==> src/rtl/core/lepe_pkg.sv <==
package lepe_pkg;

	localparam int SINE_ENTRIES_DEF = 256;
	localparam int TIME_BITS_DEF    = 32;
	localparam int APB_ADDR_BITS    = 3;

	// pi/4 in q2.30
	localparam logic [63:0] PI_QUARTER_Q30 = 64'd843314857;

	// shared divider: numerator bits, bits retired per cycle
	localparam int DIV_NUM_BITS = 44;
	localparam int DIV_STEPS    = 4;
	localparam int DIV_CYCLES   = DIV_NUM_BITS / DIV_STEPS;
	localparam int DIV_CNT_BITS = $clog2(DIV_CYCLES);

	localparam logic [7:0]  BRIGHTNESS_RESET  = 8'd255;
	localparam logic [15:0] BREATH_RATE_RESET = 16'd256;

	// register indexes, decoded from paddr[2]
	localparam logic REG_BRIGHTNESS  = 1'b0;
	localparam logic REG_BREATH_RATE = 1'b1;

	typedef enum logic [3:0] {
		EFF_IDLE      = 4'd0,
		EFF_OFF       = 4'd1,
		EFF_ON        = 4'd2,
		EFF_FADE_ON   = 4'd3,
		EFF_FADE_OFF  = 4'd4,
		EFF_BREATH    = 4'd5,
		EFF_BLINK     = 4'd6,
		EFF_BLINK_OFF = 4'd7,
		EFF_BLINK_ON  = 4'd8
	} effect_t;

	typedef enum logic [1:0] {
		CMD_TICK   = 2'd0,
		CMD_SET    = 2'd1,
		CMD_PERIOD = 2'd2,
		CMD_NONE   = 2'd3
	} command_t;

	typedef struct packed {
		logic capture;
		logic apply;
		logic prep;
		logic exec;
		logic div_step;
		logic post;
		logic index;
		logic rom_rd;
		logic shade;
		logic load_out;
	} ctrl_cmd_t;

	typedef struct packed {
		logic tick_cmd;
		logic need_div;
		logic div_last;
		logic breath;
	} ctrl_stat_t;

	typedef struct packed {
		logic [7:0] duty;
		logic       lamp_on;
		logic [3:0] effect_now;
		logic       active;
	} result_t;

endpackage

==> src/rtl/core/lepe_if.sv <==
interface lepe_in_if;
	logic        valid;
	logic        ready;
	logic [1:0]  command;
	logic [3:0]  effect;
	logic [31:0] time_ms;
	logic [15:0] first_value;
	logic [15:0] second_value;
	logic [15:0] third_value;

	modport source (
		output valid, command, effect, time_ms, first_value, second_value, third_value,
		input  ready
	);
	modport sink (
		input  valid, command, effect, time_ms, first_value, second_value, third_value,
		output ready
	);
endinterface

interface lepe_out_if;
	logic       valid;
	logic       ready;
	logic [7:0] duty;
	logic       lamp_on;
	logic [3:0] effect_now;
	logic       active;

	modport source (
		output valid, duty, lamp_on, effect_now, active,
		input  ready
	);
	modport sink (
		input  valid, duty, lamp_on, effect_now, active,
		output ready
	);
endinterface

==> src/rtl/core/lepe_ctrl.sv <==
module lepe_ctrl (
	input  logic                  clk,
	input  logic                  arst_n,
	input  logic                  in_valid,
	output logic                  in_ready,
	input  logic                  out_free,
	input  lepe_pkg::ctrl_stat_t  stat,
	output lepe_pkg::ctrl_cmd_t   cmd
);

	typedef enum logic [9:0] {
		S_IDLE  = 10'b0000000001,
		S_APPLY = 10'b0000000010,
		S_PREP  = 10'b0000000100,
		S_EXEC  = 10'b0000001000,
		S_DIV   = 10'b0000010000,
		S_POST  = 10'b0000100000,
		S_INDEX = 10'b0001000000,
		S_ROM   = 10'b0010000000,
		S_SHADE = 10'b0100000000,
		S_FIN   = 10'b1000000000
	} state_t;

	state_t state_q, state_d;

	always_ff @(posedge clk or negedge arst_n) begin
		if (!arst_n) begin
			state_q <= S_IDLE;
		end else begin
			state_q <= state_d;
		end
	end

	always_comb begin
		state_d = state_q;
		case (state_q)
			S_IDLE:  if (in_valid) state_d = S_APPLY;
			S_APPLY: state_d = stat.tick_cmd ? S_PREP : S_FIN;
			S_PREP:  state_d = S_EXEC;
			S_EXEC:  state_d = stat.need_div ? S_DIV : S_FIN;
			S_DIV:   if (stat.div_last) state_d = S_POST;
			S_POST:  state_d = stat.breath ? S_INDEX : S_FIN;
			S_INDEX: state_d = S_ROM;
			S_ROM:   state_d = S_SHADE;
			S_SHADE: state_d = S_FIN;
			S_FIN:   if (out_free) state_d = S_IDLE;
			default: state_d = S_IDLE;
		endcase
	end

	assign in_ready     = (state_q == S_IDLE);
	assign cmd.capture  = (state_q == S_IDLE) && in_valid;
	assign cmd.apply    = (state_q == S_APPLY);
	assign cmd.prep     = (state_q == S_PREP);
	assign cmd.exec     = (state_q == S_EXEC);
	assign cmd.div_step = (state_q == S_DIV);
	assign cmd.post     = (state_q == S_POST);
	assign cmd.index    = (state_q == S_INDEX);
	assign cmd.rom_rd   = (state_q == S_ROM);
	assign cmd.shade    = (state_q == S_SHADE);
	assign cmd.load_out = (state_q == S_FIN) && out_free;

endmodule

==> src/rtl/core/lepe_dp.sv <==
module lepe_dp #(
	parameter int SINE_ENTRIES = lepe_pkg::SINE_ENTRIES_DEF,
	parameter int TIME_BITS    = lepe_pkg::TIME_BITS_DEF
) (
	input  logic                 clk,
	input  logic                 arst_n,
	input  lepe_pkg::ctrl_cmd_t  cmd,
	output lepe_pkg::ctrl_stat_t stat,
	input  logic [1:0]           command,
	input  logic [3:0]           effect,
	input  logic [31:0]          time_ms,
	input  logic [15:0]          first_value,
	input  logic [15:0]          second_value,
	input  logic [15:0]          third_value,
	input  logic [7:0]           brightness,
	input  logic [15:0]          breath_rate,
	output lepe_pkg::result_t    result
);

	localparam int IW  = $clog2(SINE_ENTRIES);
	localparam int IW1 = IW + 1;
	localparam int PW  = 17 + IW;
	localparam int DNB = lepe_pkg::DIV_NUM_BITS;
	localparam int DCB = lepe_pkg::DIV_CNT_BITS;

	typedef logic [15:0] rom_t [SINE_ENTRIES];

	// sine from 0 to pi/4, taylor series to x^11 in q2.30, rounded to q0.16
	function automatic rom_t build_rom();
		rom_t              rom;
		logic [63:0]       x;
		logic [63:0]       t;
		logic [63:0]       v;
		logic signed [63:0] sum;
		for (int k = 0; k < SINE_ENTRIES; k++) begin
			x   = (lepe_pkg::PI_QUARTER_Q30 * 64'(k)) / 64'(SINE_ENTRIES - 1);
			t   = x;
			sum = x;
			t   = (((t * x) >> 30) * x) >> 30;
			t   = t / 64'd6;
			sum = sum - $signed(t);
			t   = (((t * x) >> 30) * x) >> 30;
			t   = t / 64'd20;
			sum = sum + $signed(t);
			t   = (((t * x) >> 30) * x) >> 30;
			t   = t / 64'd42;
			sum = sum - $signed(t);
			t   = (((t * x) >> 30) * x) >> 30;
			t   = t / 64'd72;
			sum = sum + $signed(t);
			t   = (((t * x) >> 30) * x) >> 30;
			t   = t / 64'd110;
			sum = sum - $signed(t);
			if (sum < 0) sum = '0;
			v = (64'(sum) + 64'd8192) >> 14;
			if (v > 64'd65535) v = 64'd65535;
			rom[k] = v[15:0];
		end
		return rom;
	endfunction

	localparam rom_t SINE_ROM = build_rom();

	// effect state
	lepe_pkg::effect_t      mode_q;
	logic [TIME_BITS-1:0]   start_q;
	logic [TIME_BITS-1:0]   last_q;
	logic [15:0]            pa_q;
	logic [15:0]            pb_q;
	logic [15:0]            pc_q;
	logic [16:0]            phase_q;
	logic                   level_q;
	logic [7:0]             duty_q;

	// captured transaction
	lepe_pkg::command_t     cmd_q;
	logic [3:0]             eff_q;
	logic [TIME_BITS-1:0]   now_q;
	logic [15:0]            v1_q;
	logic [15:0]            v2_q;
	logic [15:0]            v3_q;

	// working registers
	logic [16:0]            since_q;
	logic [20:0]            elapsed_q;
	logic [DNB-1:0]         num_q;
	logic [16:0]            rem_q;
	logic [15:0]            den_q;
	logic [DCB-1:0]         cnt_q;
	logic [IW-1:0]          idx_q;
	logic [15:0]            sine_q;

	// time differences, saturated to what the effects can tell apart
	logic [TIME_BITS-1:0]   since_full;
	logic [TIME_BITS-1:0]   elapsed_full;
	logic [63:0]            since64;
	logic [63:0]            elapsed64;
	logic [16:0]            since_n;
	logic [20:0]            elapsed_n;

	assign since_full   = (start_q > now_q) ? '0 : now_q - start_q;
	assign elapsed_full = now_q - last_q;
	assign since64      = 64'(since_full);
	assign elapsed64    = 64'(elapsed_full);
	assign since_n      = (since64 > 64'd65535) ? 17'd65536 : since64[16:0];
	assign elapsed_n    = (elapsed64 > 64'd1048576) ? 21'd1048576 : elapsed64[20:0];

	// divider operands
	logic [15:0]    fade_sel;
	logic [15:0]    fade_t;
	logic [23:0]    fade_prod;
	logic [36:0]    breath_prod;
	logic [DNB-1:0] div_num;
	logic [15:0]    div_den;
	logic           is_breath;
	logic           is_fade;

	assign is_breath   = (mode_q == lepe_pkg::EFF_BREATH);
	assign is_fade     = (mode_q == lepe_pkg::EFF_FADE_ON) || (mode_q == lepe_pkg::EFF_FADE_OFF);
	assign fade_sel    = (since_q >= {1'b0, pa_q}) ? pa_q : since_q[15:0];
	assign fade_t      = (mode_q == lepe_pkg::EFF_FADE_OFF) ? pa_q - fade_sel : fade_sel;
	assign fade_prod   = 24'(fade_t) * 24'(brightness);
	assign breath_prod = 37'(breath_rate) * 37'(elapsed_q);

	always_comb begin
		if (is_breath) begin
			// rising rate*256/1000, falling 1.6 times that
			if (pc_q == 16'd1) begin
				div_num = DNB'(breath_prod) << 5;
				div_den = 16'd125;
			end else begin
				div_num = DNB'(breath_prod) << 8;
				div_den = 16'd625;
			end
		end else begin
			div_num = DNB'(fade_prod);
			div_den = pa_q;
		end
	end

	// restoring divider, several quotient bits per cycle
	logic [DNB-1:0] num_n;
	logic [16:0]    rem_n;

	always_comb begin
		num_n = num_q;
		rem_n = rem_q;
		for (int j = 0; j < lepe_pkg::DIV_STEPS; j++) begin
			rem_n = {rem_n[15:0], num_n[DNB-1]};
			num_n = {num_n[DNB-2:0], 1'b0};
			if (rem_n >= {1'b0, den_q}) begin
				rem_n    = rem_n - {1'b0, den_q};
				num_n[0] = 1'b1;
			end
		end
	end

	// breathing phase update
	logic [16:0]        q_sat;
	logic signed [18:0] ph_c;

	assign q_sat = (|num_q[DNB-1:17]) ? 17'h1FFFF : num_q[16:0];
	assign ph_c  = (pc_q == 16'd1) ? {2'b00, phase_q} + {2'b00, q_sat}
	                               : {2'b00, phase_q} - {2'b00, q_sat};

	// sine index, rounded
	logic [PW-1:0] idx_sum;
	logic [IW:0]   idx_sh;
	logic [IW-1:0] idx_n;

	assign idx_sum = PW'(phase_q) * PW'(SINE_ENTRIES - 1) + PW'(32768);
	assign idx_sh  = idx_sum[PW-1:16];
	assign idx_n   = (idx_sh > IW1'(SINE_ENTRIES - 1)) ? IW'(SINE_ENTRIES - 1) : idx_sh[IW-1:0];

	logic [24:0] shade_prod;
	assign shade_prod = 25'(17'h10000 - {1'b0, sine_q}) * 25'(brightness);

	logic [15:0] pa_dec;
	assign pa_dec = pa_q - 16'd1;

	always_ff @(posedge clk or negedge arst_n) begin
		if (!arst_n) begin
			mode_q  <= lepe_pkg::EFF_OFF;
			start_q <= '0;
			last_q  <= '0;
			pa_q    <= '0;
			pb_q    <= '0;
			pc_q    <= '0;
			phase_q <= '0;
			level_q <= 1'b0;
			duty_q  <= '0;
			cnt_q   <= '0;
		end else begin
			if (cmd.apply) begin
				case (cmd_q)
					lepe_pkg::CMD_SET: begin
						level_q <= 1'b1;
						duty_q  <= brightness;
						last_q  <= now_q;
						start_q <= now_q;
						pa_q    <= v1_q;
						pb_q    <= v2_q;
						pc_q    <= v3_q;
						phase_q <= '0;
						mode_q  <= (eff_q > 4'd8) ? lepe_pkg::EFF_IDLE
						                          : lepe_pkg::effect_t'(eff_q);
					end
					lepe_pkg::CMD_PERIOD: begin
						pa_q <= v1_q;
						pb_q <= v1_q;
					end
					default: ;
				endcase
			end

			// a timestamp behind the start pulls the start back
			if (cmd.prep && (start_q > now_q)) start_q <= now_q;

			if (cmd.exec) begin
				last_q <= now_q;
				cnt_q  <= '0;
				case (mode_q)
					lepe_pkg::EFF_OFF: begin
						level_q <= 1'b0;
						duty_q  <= '0;
						mode_q  <= lepe_pkg::EFF_IDLE;
					end
					lepe_pkg::EFF_ON: begin
						level_q <= 1'b1;
						duty_q  <= brightness;
					end
					lepe_pkg::EFF_FADE_ON, lepe_pkg::EFF_FADE_OFF: begin
						if (pa_q == 16'd0) duty_q <= brightness;
					end
					lepe_pkg::EFF_BLINK: begin
						if (level_q) begin
							if (since_q > {1'b0, pa_q}) begin
								level_q <= 1'b0;
								duty_q  <= '0;
								start_q <= now_q;
							end
						end else if (since_q > {1'b0, pb_q}) begin
							level_q <= 1'b1;
							duty_q  <= brightness;
							start_q <= now_q;
						end
					end
					lepe_pkg::EFF_BLINK_OFF, lepe_pkg::EFF_BLINK_ON: begin
						if (level_q) begin
							if (since_q > {1'b0, pb_q}) begin
								level_q <= 1'b0;
								duty_q  <= '0;
								start_q <= now_q;
								pa_q    <= pa_dec;
								if ((pa_dec == 16'd0) && (mode_q == lepe_pkg::EFF_BLINK_OFF))
									mode_q <= lepe_pkg::EFF_OFF;
							end
						end else if (since_q > {1'b0, pc_q}) begin
							level_q <= 1'b1;
							duty_q  <= brightness;
							start_q <= now_q;
							if ((pa_q == 16'd1) && (mode_q == lepe_pkg::EFF_BLINK_ON))
								mode_q <= lepe_pkg::EFF_ON;
						end
					end
					default: ;
				endcase
			end else if (cmd.div_step) begin
				cnt_q <= cnt_q + DCB'(1);
			end

			if (cmd.post) begin
				if (is_breath) begin
					if (ph_c > 19'sd65536) begin
						phase_q <= 17'd65536;
						pc_q    <= 16'd0;
					end else if (ph_c < 19'sd0) begin
						phase_q <= '0;
						pc_q    <= 16'd1;
					end else begin
						phase_q <= ph_c[16:0];
					end
				end else begin
					duty_q <= num_q[7:0];
				end
			end

			if (cmd.shade) duty_q <= shade_prod[23:16];
		end
	end

	always_ff @(posedge clk) begin
		if (cmd.capture) begin
			cmd_q <= lepe_pkg::command_t'(command);
			eff_q <= effect;
			now_q <= TIME_BITS'(time_ms);
			v1_q  <= first_value;
			v2_q  <= second_value;
			v3_q  <= third_value;
		end
		if (cmd.prep) begin
			since_q   <= since_n;
			elapsed_q <= elapsed_n;
		end
		if (cmd.exec) begin
			num_q <= div_num;
			den_q <= div_den;
			rem_q <= '0;
		end else if (cmd.div_step) begin
			num_q <= num_n;
			rem_q <= rem_n;
		end
		if (cmd.index) idx_q <= idx_n;
		if (cmd.rom_rd) sine_q <= SINE_ROM[idx_q];
	end

	assign stat.tick_cmd = (cmd_q == lepe_pkg::CMD_TICK) || (cmd_q == lepe_pkg::CMD_SET);
	assign stat.need_div = is_breath || (is_fade && (pa_q != 16'd0));
	assign stat.div_last = (cnt_q == DCB'(lepe_pkg::DIV_CYCLES - 1));
	assign stat.breath   = is_breath;

	assign result.duty       = duty_q;
	assign result.lamp_on    = level_q;
	assign result.effect_now = mode_q;
	assign result.active     = (mode_q != lepe_pkg::EFF_IDLE) && (mode_q != lepe_pkg::EFF_OFF);

endmodule

==> src/rtl/core/light_effect_pwm_engine.sv <==
// light effect pwm engine
//
// in_ch carries one transaction per millisecond event: a command (tick, set
// effect, set blink period), an effect code, the timestamp and three values.
// out_ch returns exactly one transaction per input: the pwm duty, the lamp
// level, the effect now running and an active flag.
// the apb port holds brightness (byte 0) and breath_rate (byte 4); write it
// only while no transaction is in flight.
// one transaction is worked at a time. a period or unused command goes
// straight from apply to the output; a tick of off, on, blink or a
// zero-length fade goes through prep and exec; a fade also runs the shared
// radix-16 divider and a post step, and breathing adds an index multiply,
// a sine table read and a scaling multiply. the next transaction is taken
// in the cycle after the result is registered.
// the result sits in an output register, so a stalled receiver holds only
// that result; a second result waits in the controller until it is taken.
// reset puts the effect to off with the lamp dark, brightness 255 and
// breath_rate 1.0 per second.
module light_effect_pwm_engine #(
	parameter int SINE_ENTRIES = lepe_pkg::SINE_ENTRIES_DEF,
	parameter int TIME_BITS    = lepe_pkg::TIME_BITS_DEF
) (
	input  logic                               clk,
	input  logic                               arst_n,
	lepe_in_if.sink                            in_ch,
	lepe_out_if.source                         out_ch,
	input  logic                               psel,
	input  logic                               penable,
	input  logic                               pwrite,
	input  logic [lepe_pkg::APB_ADDR_BITS-1:0] paddr,
	input  logic [31:0]                        pwdata,
	output logic [31:0]                        prdata,
	output logic                               pready
);

	// configuration registers
	logic [7:0]  brightness_q;
	logic [15:0] breath_rate_q;
	logic        cfg_wr;

	assign pready = 1'b1;
	assign cfg_wr = psel && penable && pwrite;

	always_ff @(posedge clk or negedge arst_n) begin
		if (!arst_n) begin
			brightness_q  <= lepe_pkg::BRIGHTNESS_RESET;
			breath_rate_q <= lepe_pkg::BREATH_RATE_RESET;
		end else if (cfg_wr) begin
			case (paddr[2])
				lepe_pkg::REG_BRIGHTNESS:  brightness_q  <= pwdata[7:0];
				lepe_pkg::REG_BREATH_RATE: breath_rate_q <= pwdata[15:0];
				default: ;
			endcase
		end
	end

	// read-back, word selected by address bit 2
	always_comb begin
		case (paddr[2])
			lepe_pkg::REG_BRIGHTNESS:  prdata = {24'd0, brightness_q};
			lepe_pkg::REG_BREATH_RATE: prdata = {16'd0, breath_rate_q};
			default:                   prdata = '0;
		endcase
	end

	// controller and datapath
	lepe_pkg::ctrl_cmd_t  cmd;
	lepe_pkg::ctrl_stat_t stat;
	lepe_pkg::result_t    result;
	logic                 out_free;

	lepe_ctrl u_ctrl (
		.clk      (clk),
		.arst_n   (arst_n),
		.in_valid (in_ch.valid),
		.in_ready (in_ch.ready),
		.out_free (out_free),
		.stat     (stat),
		.cmd      (cmd)
	);

	lepe_dp #(
		.SINE_ENTRIES (SINE_ENTRIES),
		.TIME_BITS    (TIME_BITS)
	) u_dp (
		.clk          (clk),
		.arst_n       (arst_n),
		.cmd          (cmd),
		.stat         (stat),
		.command      (in_ch.command),
		.effect       (in_ch.effect),
		.time_ms      (in_ch.time_ms),
		.first_value  (in_ch.first_value),
		.second_value (in_ch.second_value),
		.third_value  (in_ch.third_value),
		.brightness   (brightness_q),
		.breath_rate  (breath_rate_q),
		.result       (result)
	);

	// output register: free when empty or being drained this cycle
	lepe_pkg::result_t out_q;
	logic              out_valid_q;

	assign out_free = !out_valid_q || out_ch.ready;

	always_ff @(posedge clk or negedge arst_n) begin
		if (!arst_n) begin
			out_valid_q <= 1'b0;
		end else if (cmd.load_out) begin
			out_valid_q <= 1'b1;
		end else if (out_ch.ready) begin
			out_valid_q <= 1'b0;
		end
	end

	always_ff @(posedge clk) begin
		if (cmd.load_out) out_q <= result;
	end

	assign out_ch.valid      = out_valid_q;
	assign out_ch.duty       = out_q.duty;
	assign out_ch.lamp_on    = out_q.lamp_on;
	assign out_ch.effect_now = out_q.effect_now;
	assign out_ch.active     = out_q.active;

endmodule

==> src/flat_wrapper.sv <==
// flat-port wrapper written by rule: the top's interface ports become plain ports
module light_effect_pwm_engine_flat 
#(
	parameter int SINE_ENTRIES = lepe_pkg::SINE_ENTRIES_DEF,
	parameter int TIME_BITS    = lepe_pkg::TIME_BITS_DEF
)
  (clk, arst_n, psel, penable, pwrite, paddr, pwdata, prdata, pready, in_ch_valid, in_ch_command, in_ch_effect, in_ch_time_ms, in_ch_first_value, in_ch_second_value, in_ch_third_value, in_ch_ready, out_ch_valid, out_ch_duty, out_ch_lamp_on, out_ch_effect_now, out_ch_active, out_ch_ready);
  lepe_in_if in_ch_i ();
  lepe_out_if out_ch_i ();
  input  logic clk;
  input  logic arst_n;
  input  logic psel;
  input  logic penable;
  input  logic pwrite;
  input  logic [lepe_pkg::APB_ADDR_BITS-1:0] paddr;
  input  logic [31:0] pwdata;
  output logic [31:0] prdata;
  output logic pready;
  input wire logic [$bits(in_ch_i.valid)-1:0] in_ch_valid;
  input wire logic [$bits(in_ch_i.command)-1:0] in_ch_command;
  input wire logic [$bits(in_ch_i.effect)-1:0] in_ch_effect;
  input wire logic [$bits(in_ch_i.time_ms)-1:0] in_ch_time_ms;
  input wire logic [$bits(in_ch_i.first_value)-1:0] in_ch_first_value;
  input wire logic [$bits(in_ch_i.second_value)-1:0] in_ch_second_value;
  input wire logic [$bits(in_ch_i.third_value)-1:0] in_ch_third_value;
  output wire logic [$bits(in_ch_i.ready)-1:0] in_ch_ready;
  output wire logic [$bits(out_ch_i.valid)-1:0] out_ch_valid;
  output wire logic [$bits(out_ch_i.duty)-1:0] out_ch_duty;
  output wire logic [$bits(out_ch_i.lamp_on)-1:0] out_ch_lamp_on;
  output wire logic [$bits(out_ch_i.effect_now)-1:0] out_ch_effect_now;
  output wire logic [$bits(out_ch_i.active)-1:0] out_ch_active;
  input wire logic [$bits(out_ch_i.ready)-1:0] out_ch_ready;
  assign in_ch_i.valid = in_ch_valid;
  assign in_ch_i.command = in_ch_command;
  assign in_ch_i.effect = in_ch_effect;
  assign in_ch_i.time_ms = in_ch_time_ms;
  assign in_ch_i.first_value = in_ch_first_value;
  assign in_ch_i.second_value = in_ch_second_value;
  assign in_ch_i.third_value = in_ch_third_value;
  assign in_ch_ready = in_ch_i.ready;
  assign out_ch_valid = out_ch_i.valid;
  assign out_ch_duty = out_ch_i.duty;
  assign out_ch_lamp_on = out_ch_i.lamp_on;
  assign out_ch_effect_now = out_ch_i.effect_now;
  assign out_ch_active = out_ch_i.active;
  assign out_ch_i.ready = out_ch_ready;
  light_effect_pwm_engine #(.SINE_ENTRIES(SINE_ENTRIES), .TIME_BITS(TIME_BITS)) u_core (.clk(clk), .arst_n(arst_n), .in_ch(in_ch_i), .out_ch(out_ch_i), .psel(psel), .penable(penable), .pwrite(pwrite), .paddr(paddr), .pwdata(pwdata), .prdata(prdata), .pready(pready));
endmodule
==> config.mk <==
export PLATFORM = sky130hd
export DESIGN_NAME = light_effect_pwm_engine_flat
export DESIGN_NICKNAME = d
export VERILOG_FILES = /design/src/rtl/core/lepe_pkg.sv /design/src/rtl/core/lepe_if.sv /design/src/rtl/core/lepe_ctrl.sv /design/src/rtl/core/lepe_dp.sv /design/src/rtl/core/light_effect_pwm_engine.sv /design/src/flat_wrapper.sv
export SDC_FILE = /design/constraint.sdc
export NUM_CORES = 2
export LEC_CHECK = 0
export ABC_CLOCK_PERIOD_IN_PS = 29100
export BUFFER_PORTS_ARGS = -buffer_cell sky130_fd_sc_hd__buf_2
export CORE_ASPECT_RATIO = 0.75
export CORE_UTILIZATION = 55
export DETAILED_ROUTE_END_ITERATION = 10
export GPL_TIMING_DRIVEN = 0
export PLACE_DENSITY = 0.7
export SYNTH_ARGS = -nofsm -noshare
export SYNTH_HDL_FRONTEND = slang
export SYNTH_SLANG_ARGS = --single-unit
==> constraint.sdc <==
create_clock -name clk -period 29.1 [get_ports clk]
set_input_delay 5.82 -clock clk [delete_from_list [all_inputs] [get_ports clk]]
set_output_delay 5.82 -clock clk [all_outputs]
set_load 0.005 [all_outputs]
==> impl_metrics.yaml <==
run_status:
  outcome: "complete, no violations"
timing:
  tns_ps: 0
  tightest_slew_ps: 1260
  slew_headroom_pct: 15.3
  fmax_ghz: 0.0794
  slew_viol_final: 0
  skew_ps: 57.1
  fin_crit_sh_pct: 43.3
  hold_viol_final: 0
  rsz0062_at_grt: "false"
  min_period_ps: 12600
  setup_viol: 0
setup_path:
  slowest_delay_ps: 390
  timing.critical_path.mode_cell: "buf_2"
  r2r_cells: 44
  cp-end-kind: "output pin"
  path_max_fanout: 10
  cp-start-kind: "input port"
  worstPathCellList: "buf_2 > clkbuf_1 > mux2_2 > buf_2"
  worstPathArrival_ps: 6780
  path_class: "in -> out"
  r2r_slack_ps: 17170
  critPathTopFamily: "buffers and inverters"
  cp.required_ps: 23280
  reg2reg_from: "u_core.u_dp.pa_q[8]$_DFF_PN0_"
  r2r_end: "u_core.u_dp.num_q[23]$_DFFE_PP_"
  critPathBufInv: 3
  slowest_stage: "mux2_2"
floorplanning:
  core_region_area_sq_um: 97600
  start_util_pct: 55.7
  rows: 99
  die_h_um: 274
  io_pins: 177
  die_width_um: 365
  die_area_sq_um: 100000
clocking:
  clk_latency_ps: 660
  cts_root_buffer: "clkbuf_16"
  clkTransAtPathRegs_ps: 70
  cts_resized: 0
  clk_path_buf_depth: 3
  postCtsSetupRepairBufs: 0
  cts.htree.levels: 2
  clkSinkCount: 419
  hold_buffers: 0
  cts_buffers: 47
  cts_tree: "built"
synth:
  yosys-top-cells-area: "fa_1 19%, edfxtp_1 12%, ha_1 12%, dfrtp_1 7.8%, inv_1 5.8%"
  ys_top_cells_by_count: "840 x inv_1, 807 x nand2_1, 520 x fa_1"
  synth_area_sq_um: 54400
  synth_top_area_cell: "fa_1"
  synth-seq-cells: 419
  synth_cell_type_count: 93
  yosysWarnings: 0
  synth_top_cell_area_share_pct: 19.2
  seq_area_frac_synth_pct: 21.2
  yosysMostFrequentCell: "inv_1"
  syn_avg_cell_area_sq_um: 8.56
  postSynthCellCount: 6351
  synth_flop_cell: "edfxtp_1"
  async_reset_ff_share_pct: 43.2
  synth_edf_count: 222
routing:
  routed_wl_mm: 189
  wire_per_inst_um: 23.9
  ant_nets: 0
  dr_total_vias: 48600
  first_pass_iters: 6
  viasPerCell: 6.14
  drt_iter0_drc: 5811
  drcViolationCount: 0
pwr:
  p_sw_mw: 3.46
  cellPowerDensity_nw_per_um2: 115
  power_frac_seq_pct: 13.1
  p_sw_share_pct: 51.6
  vdd_drop_max_uv: 280
  p_int_mw: 3.25
  finalPower_mw: 6.71
  pwr-share-clk_pct: 9.4
  power.leakage_nw: 26.8
  combPwrFrac_pct: 77.5
finish:
  syn_to_final_growth_pct: 7.78
  final_nets: 7720
  fin_util_pct: 60.0
  drive_above_1_share_pct: 5.87
global_routing:
  grt_max_degree: 98
  antenna_found_initial: 11
  grt_overflow: 0
  grt_pass1_vias: 47300
  grt_pass1_wl_mm: 288
  grt_usage_pct: 38.1
placement:
  dp_hpwl_mm: 153
  place.gp.congestion: 1.04
  port_buffers: 141
min_path:
  hold_end: "u_core.out_ch.duty[1]$_DFFE_PP_"
  hold_depth: 0
  hp-class: "reg -> reg"
  min_from: "u_core.u_dp.duty_q[1]$_DFF_PN0_"
run:
  cap_violations: 0
## flip-flops by register name, summed over array words and instances (netlist names), 16 cells and up
name and count:
u_core.breath_rate_q 16, u_core.u_dp.den_q 16, u_core.u_dp.elapsed_q 21, u_core.u_dp.last_q 32
u_core.u_dp.now_q 32, u_core.u_dp.num_q 44, u_core.u_dp.pa_q 16, u_core.u_dp.pb_q 16
u_core.u_dp.pc_q 16, u_core.u_dp.phase_q 17, u_core.u_dp.rem_q 16, u_core.u_dp.since_q 17
u_core.u_dp.sine_q 16, u_core.u_dp.start_q 32, u_core.u_dp.v1_q 16, u_core.u_dp.v2_q 16
u_core.u_dp.v3_q 16
## cells by family (layout without fill, tap and decap cells)
kind of cell    Yosys count  count (layout)  share of synthesized area [%]
compound gates         1444            1444                           16.6
flops                   419             419                           21.2
fa+ha+maj              1026            1026                           30.8
buf+inv                1158            1397                           8.14
mux                     146             146                           3.11
simple gates           1971            1971                           17.1
other cells               2              20                         0.0138
xor+xnor                185             185                           2.98
## layout by cell type (no fill, tap or decap), types with 47 or more instances in the layout
master and instances:
a211oi_1 57, a21o_1 106, a21oi_1 395, and2_1 272, buf_2 145, clkbuf_1 269
clkbuf_16 47, dfrtp_1 170, edfxtp_1 222, fa_1 520, ha_1 506, inv_1 840
mux2_2 68, mux2i_1 66, nand2_1 807, nand3_1 87, nor2_1 348, nor3_1 110
o211ai_1 52, o21a_1 56, o21ai_0 408, or3_1 58, xnor2_1 133, xor2_1 52
## metrics by stage
| step | hold WS, ps | instances | setup slack (ps) | instance area, sq um |
|---|---|---|---|---|
| after global routing | 477 | 7918 | 16070 | 58600 |
| after detailed placement | 449 | 7830 | 16500 | 56900 |
| after global placement | 435 | 7820 | 16510 | 56800 |
| final | 460 | 7921 | 16500 | 58600 |
| after CTS | 460 | 7918 | 16490 | 58600 |
| after floorplan | 417 | 6366 | 16880 | 54400 |
## worst register-to-register path, delay by kind of cell, from the launching register on
family / cells / cell delay, ps
xor+xnor: 1 / 180
compound gates: 22 / 5250
flops: 1 / 400
buf+inv: 7 / 1850
simple gates: 7 / 910
fa+ha+maj: 7 / 3010
## final cells by class
type                    instances  area (sq um)
diodes                          3          7.51
plain buffers                 316          1260
clock buffers                  55          1240
clock inverters                33           400
fillers                      8865         39000
inverters                     842          3160
multi-input cells            4789         38500
flip-flops and latches        419         11500
well taps                    1313          1640
repair buffers                151           863
## power by group through the flow
stage	logic, mW	clock network [mW]	registers, mW
after floorplan	3.92	0	0.826
after global routing	5.86	0.663	0.885
after detailed placement	5.08	0	0.882
after CTS	5.13	0.642	0.872
final	5.20	0.634	0.877
after global placement	4.96	0	0.884
## how the worst max path moves through the flow
stage                     depth (start not counted)  slack, ps                          startpoint                            endpoint
after floorplan                                   2      16880                            paddr[2]                           prdata[5]
after global placement                            4      16510                            paddr[2]                           prdata[5]
after detailed placement                          4      16500                            paddr[2]                           prdata[5]
after CTS                                         4      16490                            paddr[2]                           prdata[5]
after global routing                             46      16070  u_core.u_dp.den_q[1]$_SDFFCE_PP0P_  u_core.u_dp.rem_q[12]$_SDFFE_PP0P_
final                                             4      16500                            paddr[2]                           prdata[5]
## per-layer routing
layer | track usage (%) | vias to the layer above | wire length [um]
met5 | 0 | - | 51
met4 | 10.9 | 8 | 6050
met3 | 11.7 | 376 | 24900
met2 | 53.9 | 2602 | 76100
met1 | 55.8 | 23700 | 82300
li1 | - | 21900 | -
Power figures use the tool's default switching activity.
